`src/sv/sls_pkg.sv`:
```
// shared types and constants of the slope limiter stencil
package sls_pkg;

	localparam int VALUE_WIDTH_DEF = 31;
	localparam int QUEUE_DEPTH = 2;
	localparam int PADDR_WIDTH = 3;
	localparam int PDATA_WIDTH = 32;
	localparam int SLOPE_WIDTH = 32;

	localparam logic [PADDR_WIDTH-1:0] ADDR_LIMITER_MODE = 3'd0;

	localparam logic [1:0] MODE_MINMOD = 2'd0;
	localparam logic [1:0] MODE_VAN_LEER = 2'd1;
	localparam logic [1:0] MODE_MC = 2'd2;
	localparam logic [1:0] MODE_RESET = MODE_VAN_LEER;

	localparam logic [1:0] FILL_FULL = 2'd2;

	typedef enum logic [1:0] {
		OP_ZERO,
		OP_MINMOD,
		OP_VAN_LEER,
		OP_MC
	} op_t;

	typedef enum logic [1:0] {
		ST_IDLE,
		ST_DIV,
		ST_DONE
	} back_state_t;

	typedef struct packed {
		logic full;
		logic empty;
	} queue_status_t;

endpackage

```
`src/sv/slope_limiter_stencil.sv`:
```
// top level of the slope limiter stencil: config register, front, queue, back
// path: an accepted cell that fills the window is written to the queue, popped by the back end and
// loaded into the output register; van leer slopes first pass through the ST_DIV and ST_DONE states
// throughput: one item per cycle into the queue while not full; the back end retires one slope
// per cycle for minmod, mc and zero slopes while the output is not stalled, and takes no new item
// in the radix-2 van leer loop; reset clears window, queue and output, mode resets to van leer
module slope_limiter_stencil #(
	parameter int VALUE_WIDTH = sls_pkg::VALUE_WIDTH_DEF
) (
	input  logic                               clk,
	input  logic                               arst_n,
	input  logic                               psel,
	input  logic                               penable,
	input  logic                               pwrite,
	input  logic [sls_pkg::PADDR_WIDTH-1:0]    paddr,
	input  logic [sls_pkg::PDATA_WIDTH-1:0]    pwdata,
	output logic [sls_pkg::PDATA_WIDTH-1:0]    prdata,
	output logic                               pready,
	input  logic signed [VALUE_WIDTH-1:0]      cell_value,
	input  logic                               line_start,
	input  logic                               cell_valid,
	output logic                               cell_ready,
	output logic signed [sls_pkg::SLOPE_WIDTH-1:0] limited_slope,
	output logic                               slope_valid,
	input  logic                               slope_ready
);
	import sls_pkg::*;

	localparam int DW = VALUE_WIDTH + 1;
	localparam int QW = 2 + 2 * DW;

	logic [1:0]              mode_q;
	logic                    mode_write;
	queue_status_t           queue_status;
	logic                    push, pop;
	op_t                     push_op, head_op;
	logic signed [DW-1:0]    push_dl, push_dr, head_dl, head_dr;
	logic [QW-1:0]           head_data;
	logic [SLOPE_WIDTH-1:0]  slope_bits;

	assign pready = 1'b1;
	assign mode_write = psel && penable && pwrite && pready
		&& (paddr == ADDR_LIMITER_MODE);
	assign prdata = (paddr == ADDR_LIMITER_MODE) ? PDATA_WIDTH'(mode_q) : '0;

	always_ff @(posedge clk or negedge arst_n) begin
		if (!arst_n) begin
			mode_q <= MODE_RESET;
		end else if (mode_write) begin
			mode_q <= pwdata[1:0];
		end
	end

	sls_front #(
		.VALUE_WIDTH(VALUE_WIDTH)
	) u_front (
		.clk         (clk),
		.arst_n      (arst_n),
		.cell_value  (cell_value),
		.line_start  (line_start),
		.cell_valid  (cell_valid),
		.cell_ready  (cell_ready),
		.mode        (mode_q),
		.queue_status(queue_status),
		.push        (push),
		.push_op     (push_op),
		.push_dl     (push_dl),
		.push_dr     (push_dr)
	);

	sls_queue #(
		.WIDTH(QW)
	) u_queue (
		.clk      (clk),
		.arst_n   (arst_n),
		.push     (push),
		.push_data({push_op, push_dl, push_dr}),
		.pop      (pop),
		.pop_data (head_data),
		.status   (queue_status)
	);

	assign head_op = op_t'(head_data[QW-1 -: 2]);
	assign head_dl = head_data[2*DW-1 -: DW];
	assign head_dr = head_data[DW-1:0];

	sls_back #(
		.VALUE_WIDTH(VALUE_WIDTH)
	) u_back (
		.clk          (clk),
		.arst_n       (arst_n),
		.queue_status (queue_status),
		.pop          (pop),
		.head_op      (head_op),
		.head_dl      (head_dl),
		.head_dr      (head_dr),
		.slope_valid  (slope_valid),
		.slope_ready  (slope_ready),
		.limited_slope(slope_bits)
	);

	assign limited_slope = slope_bits;

endmodule

```
`src/sv/sls_queue.sv`:
```
// two-entry queue between the classifying front and the limiter back end
module sls_queue #(
	parameter int WIDTH = 66
) (
	input  logic                  clk,
	input  logic                  arst_n,
	input  logic                  push,
	input  logic [WIDTH-1:0]      push_data,
	input  logic                  pop,
	output logic [WIDTH-1:0]      pop_data,
	output sls_pkg::queue_status_t status
);
	import sls_pkg::*;

	localparam int PW = (QUEUE_DEPTH > 1) ? $clog2(QUEUE_DEPTH) : 1;

	logic [WIDTH-1:0] entry_q [QUEUE_DEPTH];
	logic [PW-1:0]    wr_ptr_q;
	logic [PW-1:0]    rd_ptr_q;
	logic [PW:0]      count_q;

	function automatic logic [PW-1:0] next_ptr(input logic [PW-1:0] ptr);
		if (ptr == PW'(QUEUE_DEPTH - 1)) begin
			return '0;
		end
		return ptr + PW'(1);
	endfunction

	assign status.full = (count_q == (PW+1)'(QUEUE_DEPTH));
	assign status.empty = (count_q == '0);
	assign pop_data = entry_q[rd_ptr_q];

	always_ff @(posedge clk or negedge arst_n) begin
		if (!arst_n) begin
			wr_ptr_q <= '0;
			rd_ptr_q <= '0;
			count_q <= '0;
		end else begin
			if (push) begin
				wr_ptr_q <= next_ptr(wr_ptr_q);
			end
			if (pop) begin
				rd_ptr_q <= next_ptr(rd_ptr_q);
			end
			if (push && !pop) begin
				count_q <= count_q + (PW+1)'(1);
			end else if (pop && !push) begin
				count_q <= count_q - (PW+1)'(1);
			end
		end
	end

	always_ff @(posedge clk) begin
		if (push) begin
			entry_q[wr_ptr_q] <= push_data;
		end
	end

	a_no_overflow: assert property (@(posedge clk) disable iff (!arst_n)
		push |-> (!status.full || pop))
		else $error("queue written while full");

	a_no_underflow: assert property (@(posedge clk) disable iff (!arst_n)
		pop |-> !status.empty)
		else $error("queue read while empty");

endmodule

```
`src/sv/sls_front.sv`:
```
// front end: cell window, neighbor differences and limiter classification
module sls_front #(
	parameter int VALUE_WIDTH = sls_pkg::VALUE_WIDTH_DEF
) (
	input  logic                          clk,
	input  logic                          arst_n,
	input  logic signed [VALUE_WIDTH-1:0] cell_value,
	input  logic                          line_start,
	input  logic                          cell_valid,
	output logic                          cell_ready,
	input  logic [1:0]                    mode,
	input  sls_pkg::queue_status_t        queue_status,
	output logic                          push,
	output sls_pkg::op_t                  push_op,
	output logic signed [VALUE_WIDTH:0]   push_dl,
	output logic signed [VALUE_WIDTH:0]   push_dr
);
	import sls_pkg::*;

	localparam int DW = VALUE_WIDTH + 1;

	logic signed [VALUE_WIDTH-1:0] centre_q;
	logic signed [VALUE_WIDTH-1:0] left_q;
	logic [1:0]                    fill_q;
	logic [1:0]                    fill_eff;
	logic                          accept;
	logic                          no_slope;

	assign cell_ready = !queue_status.full;
	assign accept = cell_valid && cell_ready;
	assign fill_eff = line_start ? 2'd0 : fill_q;
	assign push = accept && (fill_eff == FILL_FULL);

	assign push_dl = DW'(centre_q) - DW'(left_q);
	assign push_dr = DW'(cell_value) - DW'(centre_q);

	// opposite signs or a flat side give a zero slope
	assign no_slope = (push_dl == '0) || (push_dr == '0)
		|| (push_dl[DW-1] != push_dr[DW-1]);

	always_comb begin
		if (no_slope) begin
			push_op = OP_ZERO;
		end else begin
			unique case (mode)
				MODE_VAN_LEER: push_op = OP_VAN_LEER;
				MODE_MC:       push_op = OP_MC;
				default:       push_op = OP_MINMOD;
			endcase
		end
	end

	always_ff @(posedge clk or negedge arst_n) begin
		if (!arst_n) begin
			fill_q <= '0;
			centre_q <= '0;
			left_q <= '0;
		end else if (accept) begin
			left_q <= centre_q;
			centre_q <= cell_value;
			fill_q <= (fill_eff == FILL_FULL) ? fill_eff : fill_eff + 2'd1;
		end
	end

endmodule

```
`src/sv/sls_back.sv`:
```
// back end: limiter arithmetic, iterative van leer mul-div and output register
module sls_back #(
	parameter int VALUE_WIDTH = sls_pkg::VALUE_WIDTH_DEF
) (
	input  logic                              clk,
	input  logic                              arst_n,
	input  sls_pkg::queue_status_t            queue_status,
	output logic                              pop,
	input  sls_pkg::op_t                      head_op,
	input  logic signed [VALUE_WIDTH:0]       head_dl,
	input  logic signed [VALUE_WIDTH:0]       head_dr,
	output logic                              slope_valid,
	input  logic                              slope_ready,
	output logic [sls_pkg::SLOPE_WIDTH-1:0]   limited_slope
);
	import sls_pkg::*;

	localparam int DW = VALUE_WIDTH + 1;
	localparam int SW = VALUE_WIDTH + 2;
	localparam int EW = (DW > SLOPE_WIDTH + 1) ? DW : SLOPE_WIDTH + 1;
	localparam int CW = $clog2(DW);
	localparam logic [EW-1:0] POS_LIMIT = EW'(64'h7FFF_FFFF);
	localparam logic [EW-1:0] NEG_LIMIT = EW'(64'h8000_0000);
	localparam logic [SLOPE_WIDTH-1:0] SAT_HI = 32'h7FFF_FFFF;
	localparam logic [SLOPE_WIDTH-1:0] SAT_LO = 32'h8000_0000;

	back_state_t state_q, state_d;

	logic [DW-1:0]  ma, mb, min_mag, simple_mag;
	logic [SW-1:0]  sum_mag;
	logic           head_neg, mc_tight;

	logic [SW-1:0]  x_q, s_q, r_q;
	logic [DW-1:0]  y_q, q_q;
	logic [CW-1:0]  cnt_q;
	logic           neg_q;
	logic [SW:0]    r2, s2;
	logic [SW-1:0]  r_next;
	logic [DW-1:0]  q_next;

	logic                   out_free, load, div_start;
	logic [SLOPE_WIDTH-1:0] load_data;
	logic                   slope_valid_q;
	logic [SLOPE_WIDTH-1:0] slope_q;

	function automatic logic [SLOPE_WIDTH-1:0] saturate(input logic neg,
		input logic [DW-1:0] mag);
		logic [EW-1:0]          wide;
		logic [SLOPE_WIDTH-1:0] low;
		wide = EW'(mag);
		low = wide[SLOPE_WIDTH-1:0];
		if (!neg && (wide > POS_LIMIT)) begin
			return SAT_HI;
		end
		if (neg && (wide > NEG_LIMIT)) begin
			return SAT_LO;
		end
		return neg ? -low : low;
	endfunction

	// both sides share one sign here, so everything works on magnitudes
	assign head_neg = head_dl[DW-1];
	assign ma = head_dl[DW-1] ? DW'(-head_dl) : DW'(head_dl);
	assign mb = head_dr[DW-1] ? DW'(-head_dr) : DW'(head_dr);
	assign sum_mag = SW'(ma) + SW'(mb);
	assign min_mag = (ma < mb) ? ma : mb;
	assign mc_tight = ((SW+1)'(sum_mag) < {ma, 2'b00})
		&& ((SW+1)'(sum_mag) < {mb, 2'b00});

	always_comb begin
		unique case (head_op)
			OP_MINMOD: simple_mag = min_mag >> 1;
			OP_MC:     simple_mag = mc_tight ? DW'(sum_mag >> 2) : min_mag;
			default:   simple_mag = '0;
		endcase
	end

	// one mul-div step: remainder stays below the sum, so it drops 0, 1 or 2 sums
	assign r2 = {r_q, 1'b0} + (y_q[DW-1] ? {1'b0, x_q} : '0);
	assign s2 = {s_q, 1'b0};
	always_comb begin
		if (r2 >= s2) begin
			r_next = SW'(r2 - s2);
			q_next = {q_q[DW-2:0], 1'b0} + DW'(2);
		end else if (r2 >= {1'b0, s_q}) begin
			r_next = SW'(r2 - {1'b0, s_q});
			q_next = {q_q[DW-2:0], 1'b0} + DW'(1);
		end else begin
			r_next = SW'(r2);
			q_next = {q_q[DW-2:0], 1'b0};
		end
	end

	assign out_free = !slope_valid_q || slope_ready;

	always_comb begin
		state_d = state_q;
		pop = 1'b0;
		load = 1'b0;
		load_data = '0;
		div_start = 1'b0;
		unique case (state_q)
			ST_IDLE: begin
				if (!queue_status.empty && out_free) begin
					pop = 1'b1;
					if (head_op == OP_VAN_LEER) begin
						div_start = 1'b1;
						state_d = ST_DIV;
					end else begin
						load = 1'b1;
						load_data = saturate(head_neg, simple_mag);
					end
				end
			end
			ST_DIV: begin
				if (cnt_q == CW'(DW - 1)) begin
					state_d = ST_DONE;
				end
			end
			ST_DONE: begin
				if (out_free) begin
					load = 1'b1;
					load_data = saturate(neg_q, q_q);
					state_d = ST_IDLE;
				end
			end
			default: state_d = ST_IDLE;
		endcase
	end

	always_ff @(posedge clk or negedge arst_n) begin
		if (!arst_n) begin
			state_q <= ST_IDLE;
			slope_valid_q <= 1'b0;
		end else begin
			state_q <= state_d;
			if (load) begin
				slope_valid_q <= 1'b1;
			end else if (slope_ready) begin
				slope_valid_q <= 1'b0;
			end
		end
	end

	always_ff @(posedge clk) begin
		if (load) begin
			slope_q <= load_data;
		end
		if (div_start) begin
			x_q <= SW'(ma);
			y_q <= mb;
			s_q <= sum_mag;
			r_q <= '0;
			q_q <= '0;
			cnt_q <= '0;
			neg_q <= head_neg;
		end else if (state_q == ST_DIV) begin
			y_q <= {y_q[DW-2:0], 1'b0};
			r_q <= r_next;
			q_q <= q_next;
			cnt_q <= cnt_q + CW'(1);
		end
	end

	assign slope_valid = slope_valid_q;
	assign limited_slope = slope_q;

	a_rem_below_sum: assert property (@(posedge clk) disable iff (!arst_n)
		(state_q == ST_DIV) |-> (r_q < s_q))
		else $error("mul-div remainder not below divisor");

	a_done_after_div: assert property (@(posedge clk) disable iff (!arst_n)
		(state_q == ST_DONE) |-> ($past(state_q) == ST_DIV || $past(state_q) == ST_DONE))
		else $error("result stage entered without a divide");

endmodule
```
`config.mk`:
```
export PLATFORM = sky130hd
export DESIGN_NAME = slope_limiter_stencil
export DESIGN_NICKNAME = d
export VERILOG_FILES = /design/src/sv/sls_pkg.sv /design/src/sv/slope_limiter_stencil.sv /design/src/sv/sls_queue.sv /design/src/sv/sls_front.sv /design/src/sv/sls_back.sv
export SDC_FILE = /design/constraint.sdc
export NUM_CORES = 1
export LEC_CHECK = 0
export ABC_CLOCK_PERIOD_IN_PS = 15100
export BUFFER_PORTS_ARGS = -buffer_cell sky130_fd_sc_hd__clkbuf_2
export CORE_ASPECT_RATIO = 1.4
export CORE_MARGIN = 4
export CORE_UTILIZATION = 30
export DETAILED_ROUTE_END_ITERATION = 8
export PLACE_DENSITY_LB_ADDON = 0.12
export SLEW_MARGIN = 20
export SYNTH_ARGS = -nofsm -noshare
export SYNTH_HDL_FRONTEND = slang
export SYNTH_SLANG_ARGS = --single-unit
```
`constraint.sdc`:
```
create_clock -name clk -period 15.1 [get_ports clk]
set_input_delay 0.755 -clock clk [delete_from_list [all_inputs] [get_ports clk]]
set_output_delay 0.755 -clock clk [all_outputs]
set_load 0.02 [all_outputs]
```
==> impl_results.md, run 1 <==
* Outcome: complete, no violations
* Period utilization at 83.5%
* Number of I/O pins at 141
* Sequential area share after synthesis at 35.1%
* Slew headroom at 29.5%
* Synth Area per Inst at ~9.0 µm²
* Initial Util at 30.3%
* Max Clock Skew at 44.5 ps
* Setup repair bufs after CTS at 0
* Setup WS post-layout at about 2500 ps
* Setup crit end kind: flop
* Core area at 0.104 mm²
* RSZ-0062 raised after global routing: false
* Remaining DRCs at 0
* Max Slew Vio Count at 0
* Layout area overhead at 11.1%
* Syn Inst Count at 3,531
* Number of max-cap violations at 0
* Worst EP required at 15,460 ps
* Main synth FF type: edfxtp_1
* Port Buffers at 79
* Worst stage delay on the critical path at 860 ps
* First-pass GRT wire length at 147 mm
* Iteration count of the initial detailed-routing pass at 5
* Sequential cell area at 0.0111 mm²
* Most common cell after layout, fill and taps aside: nand2_1
* Detailed Route WL at 95.4 mm
* Vias in the first global route at 25,400
* Setup violators final at 0
* GRT Total Usage at 17.0%
* CP arrival at about 13,000 ps
* Post-CTS sizing at 0
* TritonCTS clock tree: built
* DIE AREA at 0.111 mm²
* Worst path slowest cell: a222oi_1
* Initial antenna violation count at 0
* Reg clk slew, reported paths at around 60 ps
* Post-Syn Area at 0.0316 mm²
* #FFs+latches synth at 405
* CP Max Fanout at 17
* Ys Warns at 0
* Total CTS buffers at 49
* Setup TNS Final at 0 ps
* Final Hold Fails at 0
* Post-synth top area share at 24.9%
* Hold_buf cts at 0
* Hold Path Class: in2async
* Fill count at between 10,000 and 15,000
* Critical path class: reg2reg
* Worst-Margin Slew at around 1100 ps
* Fmax at 79.3 MHz
* Net count, final at 3,939
* Die X at 282 µm
* Total number of vias at 25,000
* Antenna viol nets, final at 0
* DR WL/cell at 19.2 µm
* Type of origin of the critical path: flop
* Largest area contributor in the netlist: edfxtp_1
* Die height at 392 µm
* Site Rows at 140
* Largest net degree at the start of global routing at 92
* Ratio of cells with drive above 1 in the final layout at 8.31%
* Most frequent cells in the layout: 306 x nand2_1, 288 x ha_1, 283 x o21ai_0
* Max H-tree Level at 2
* Vias per cell at 5.04
* Multi-input gate area at 0.0190 mm²
* Clock buffer depth at 3
* GPL Wtd Cong at 0.840
* 1st-iter DRT viols at 999
* Final HPWL DP at 75.7 mm
* Number of flops mapped to enable cells by yosys at between 200 and 300
* Post-place setup slack at between 2000 and 2500 ps
* Total clock sinks at 405
* Cell variety after synth at 110
* Global route overflow at 0
* Largest cells by area after synthesis: edfxtp_1 25%, ha_1 11%, dfrtp_1 5.7%
* Clock period minus worst slack at 12,610 ps
* Synth async-reset ratio at 18.0%
* CTS Root Cell: clkbuf_16
* Clock latency on the worst-skew pair at 630 ps
* N_diodes at 0
[through the flow]
stage	hold WS (ps)	cells	utilization, %	area [µm²]
global placement	440	4869	32.1	33500
floorplan	427	3560	-	31800
CTS	26.4	4961	33.7	35200
detailed placement	442	4869	32.1	33500
finish	55.8	4961	33.7	35200
global route	51.7	4961	33.7	35200
[metal layers]
layer | wire [µm] | track usage (%) | share of wire [%] | vias to the layer above
met1 | 38400 | 19.1 | 40 | 11800
met3 | 2120 | 1.73 | 2.2 | 142
met2 | 50500 | 32.5 | 53 | 318
li1 | - | - | - | 12800
met4 | 4320 | 7.06 | 4.5 | 0
met5 | 0 | 0 | 0 | -
[Yosys cell counts, drive strengths merged, types with 10 or more instances]
| master | n |
|---|---|
| o21ai | 308 |
| a21boi | 18 |
| nand3 | 100 |
| a31oi | 41 |
| or3 | 36 |
| or4 | 21 |
| o31ai | 31 |
| mux2i | 116 |
| clkbuf | 89 |
| or2 | 26 |
| a21oi | 231 |
| o31a | 10 |
| a21o | 60 |
| edfxtp | 262 |
| and2 | 58 |
| nand4 | 28 |
| dfxtp | 70 |
| nand2b | 38 |
| nor2 | 228 |
| buf | 69 |
| inv | 266 |
| a41oi | 10 |
| nand2 | 309 |
| ha | 288 |
| dfrtp | 72 |
| o21a | 24 |
| a31o | 11 |
| and3 | 28 |
| nor3b | 11 |
| nor3 | 76 |
| o211ai | 26 |
| xnor2 | 177 |
| nor2b | 45 |
| a211oi | 10 |
| xor2 | 117 |
| nor4 | 17 |
| o22ai | 19 |
| o21bai | 26 |
[path summary, 6_finish.rpt]
| path | to | startpoint | slack (ps) | cells after the start |
|---|---|---|---|---|
| min reg2reg | u_back.r_q[5] | u_back.r_q[5] | 450 | 2 |
| min | u_front.centre_q[1] | arst_n | 60 | 1 |
| min in group clk | u_front.centre_q[16] | cell_value[16] | 370 | 3 |
| max | u_back.limited_slope[26] | u_queue.rd_ptr_q | 2490 | 34 |
| max reg2reg | u_back.limited_slope[26] | u_queue.rd_ptr_q | 2490 | 34 |
| max in group asynchronous | u_queue.rd_ptr_q | arst_n | 13850 | 2 |
[sequential cells by signal, indices dropped and copies added, names as in the netlist]
signal,count
u_queue.rd_ptr_q,1
u_queue.wr_ptr_q,1
u_back.s_q,33
u_back.limited_slope,32
u_back.y_q,32
u_back.state_q,2
u_back.r_q,33
u_front.fill_q,2
u_back.neg_q,1
u_queue.entry_q,132
u_queue.count_q,2
u_back.cnt_q,5
mode_q,2
u_back.slope_valid,1
u_front.left_q,31
u_front.centre_q,31
u_back.q_q,32
u_back.x_q,32
[critical path: cells and delay by family (launching register included)]
family	cells	cell delay [ps]
buf+inv	2	510
mux	2	780
flops	1	640
xor+xnor	3	920
fa+ha+maj	3	1030
compound gates	14	5340
simple gates	10	3120
[cell type report]
cell class | count | share of cell area, %
clock buffer | 64 | 3.94
inverter | 266 | 2.84
timing repair buffer | 118 | 2.00
tap | 1349 | 4.80
sequential | 405 | 31.6
clock inverter | 28 | 0.829
multi-input combinational | 2731 | 54.0
[kinds of logic (layout without fill, tap and decap cells)]
group	after synthesis	count (layout)	synth area share, %
multiplexers	125	125	3.99
AND/OR/NAND/NOR	1053	1053	16.6
AO/OA/AOI/OAI	932	932	18.6
flip-flops	405	405	35.1
other	2	31	0.0237
buffers and inverters	424	476	5.62
adder cells (fa/ha/maj)	295	295	11.8
XOR/XNOR	295	295	8.30
Power of run 1 is left out: the tool's default activity adds up to more than one toggle a clock period on the data nets, which glitch-free logic cannot reach.
==> inputs of run 2 (changes only) <==
--- a/config.mk
+++ b/config.mk
@@ -5,7 +5,7 @@
 export SDC_FILE = /design/constraint.sdc
 export NUM_CORES = 1
 export LEC_CHECK = 0
-export ABC_CLOCK_PERIOD_IN_PS = 15100
+export ABC_CLOCK_PERIOD_IN_PS = 12900
 export BUFFER_PORTS_ARGS = -buffer_cell sky130_fd_sc_hd__clkbuf_2
 export CORE_ASPECT_RATIO = 1.4
 export CORE_MARGIN = 4
==> constraint.sdc (replaced) <==
create_clock -name clk -period 12.9 [get_ports clk]
set_input_delay 0.645 -clock clk [delete_from_list [all_inputs] [get_ports clk]]
set_output_delay 0.645 -clock clk [all_outputs]
set_load 0.02 [all_outputs]
==> impl_results.md, run 2 (same netlist as run 1, synthesis figures left out) <==
* Worst path slowest cell: or4bb_1
* Vias in the first global route at 25,700 (+0.83%)
* Reg clk slew, reported paths at 60 ps (about the same)
* CP Max Fanout at 12 (-5)
* Worst EP required at 13,250 ps (-2210 ps)
* 1st-iter DRT viols at 1,154 (+16%)
* RSZ-0062 raised after global routing: false
* Setup repair bufs after CTS at 0 (unchanged)
* Max reg flops at 132 (unchanged)
* Clock period minus worst slack at 11,270 ps (-1340 ps)
* Critical path class: reg2reg
* Most frequent cells in the layout: 306 x nand2_1, 288 x ha_1, 284 x o21ai_0
* Site Rows at 140 (unchanged)
* Most common cell after layout, fill and taps aside: nand2_1
* Outcome: complete, no violations
* Setup violators final at 0 (unchanged)
* Ratio of cells with drive above 1 in the final layout at 8.72% (+0.42 points)
* Die X at 282 µm (unchanged)
* Max Slew Vio Count at 0 (unchanged)
* GRT Total Usage at 17.0% (about the same)
* Hold_buf cts at 0 (unchanged)
* Dpl cells at 4,896 (+0.55%)
* TritonCTS clock tree: built
* Max H-tree Level at 2 (unchanged)
* Die height at 392 µm (unchanged)
* Largest net degree at the start of global routing at 94 (+2.2%)
* Total CTS buffers at 48 (-2.0%)
* DR WL/cell at 19.2 µm (-0.17%)
* Slew headroom at 26.7% (-2.8 points)
* Setup TNS Final at 0 ps (unchanged)
* Remaining DRCs at 0 (unchanged)
* DIE AREA at 0.111 mm² (unchanged)
* CP arrival at 11,620 ps (-1350 ps)
* Type of origin of the critical path: flop
* Total clock sinks at 405 (unchanged)
* Register-to-Register Path Depth at 39 (+15%)
* Finished Cell Area at 0.0353 mm² (+0.44%)
* Largest regs: u_queue.entry_q: 132 flops, u_back.r_q: 33 flops, u_back.s_q: 33 flops
* N_diodes at 0 (unchanged)
* Detailed Route WL at 95.7 mm (+0.29%)
* Hold Path Class: in2async
* GPL Wtd Cong at 0.848 (+0.87%)
* Iteration count of the initial detailed-routing pass at 5 (unchanged)
* Setup crit end kind: flop
* Final HPWL DP at 76.8 mm (+1.5%)
* Final Non-Filler Cells at 4,984 (+0.46%)
* Total number of vias at 25,100 (+0.43%)
* Clock buffer depth at 3 (unchanged)
* Clock latency on the worst-skew pair at 610 ps (-20 ps)
* Global route overflow at 0 (unchanged)
* Port Buffers at 79 (unchanged)
* Initial Util at 30.3% (unchanged)
* Largest reg by FF count: u_queue.entry_q
* Layout area overhead at 11.6%
* Core Util, Final at 33.8% (+0.15 points)
* Fmax at 88.7 MHz (+12%)
* Post-CTS sizing at 0 (unchanged)
* Final Hold Fails at 0 (unchanged)
* Post-DP Area at 0.0337 mm² (+0.58%)
* Number of max-cap violations at 0 (unchanged)
* Worst stage delay on the critical path at 580 ps (-280 ps)
* Vias per cell at 5.04 (about the same)
* Number of I/O pins at 141 (unchanged)
* CTS Root Cell: clkbuf_16
* Max Clock Skew at 42.1 ps (-2.34 ps)
* Antenna viol nets, final at 0 (unchanged)
* Period utilization at 87.4% (+3.9 points)
* Most common cell on crit path: buf_4
* Core area at 0.104 mm² (unchanged)
* Net count, final at 3,965 (+0.66%)
* First-pass GRT wire length at 146 mm (-0.19%)
* Worst-Margin Slew at 1100 ps (+42.6 ps)
* Initial antenna violation count at 1 (+1)
## run 2: changes by cell type in the layout (fill, tap and decap cells not counted), moves of 2 or more
cell,delta
buf_4,+27
clkinv_4,-2
bufinv_16,+2
clkbuf_8,-3
clkbuf_1,+6
clkinv_2,-2
clkinvlp_4,-4
## run 2: critical path, delay by kind of cell (launching register included)
family                     cells  cell delay [ps]
AOI/OAI and AO/OA             14             4600
xor gates and xnor gates       3              790
adders and majority gates      3              900
buffers and inverters          7             1360
DFF                            1              520
muxes                          1              510
and+or+nand+nor               11             2320
## run 2: layout make-up
cell class                      count  area, µm²
Clock buffer                       67       1350
Clock inverter                     21        288
Fill cell                       10900      69100
Inverter                          266        998
Multi-Input combinational cell   2731      19000
Sequential cell                   405      11100
Tap cell                         1349       1690
Timing Repair Buffer              145        906
## run 2: stage by stage
| step | setup slack (ps) | hold WS (ps) |
|---|---|---|
| after CTS | 1550 | 39.6 |
| final | 1630 | 42.1 |
| after floorplan | 1250 | 349 |
| after detailed placement | 1590 | 445 |
| after global routing | 634 | 66.6 |
| after global placement | 1670 | 438 |
## run 2: worst paths after layout
check | slack, ps | to | startpoint
setup / recovery | 1630 | u_back.limited_slope[26] | u_queue.rd_ptr_q
hold / removal | 40 | u_front.centre_q[1] | arst_n
setup reg to reg | 1630 | u_back.limited_slope[26] | u_queue.rd_ptr_q
hold reg to reg | 460 | u_back.r_q[11] | u_back.r_q[11]
max in group asynchronous | 11840 | u_queue.rd_ptr_q | arst_n
min in group clk | 270 | mode_q[1] | pwdata[1]
## run 2: metal layers
layer | vias to the layer above | global-route usage [%] | wire [µm]
li1 | 12800 | - | -
met5 | - | 0 | 0
met1 | 11800 | 18.5 | 38000
met2 | 324 | 33.1 | 51000
met4 | 0 | 7.55 | 4610
met3 | 156 | 1.57 | 2030
Power of run 2 is left out for the same reason.
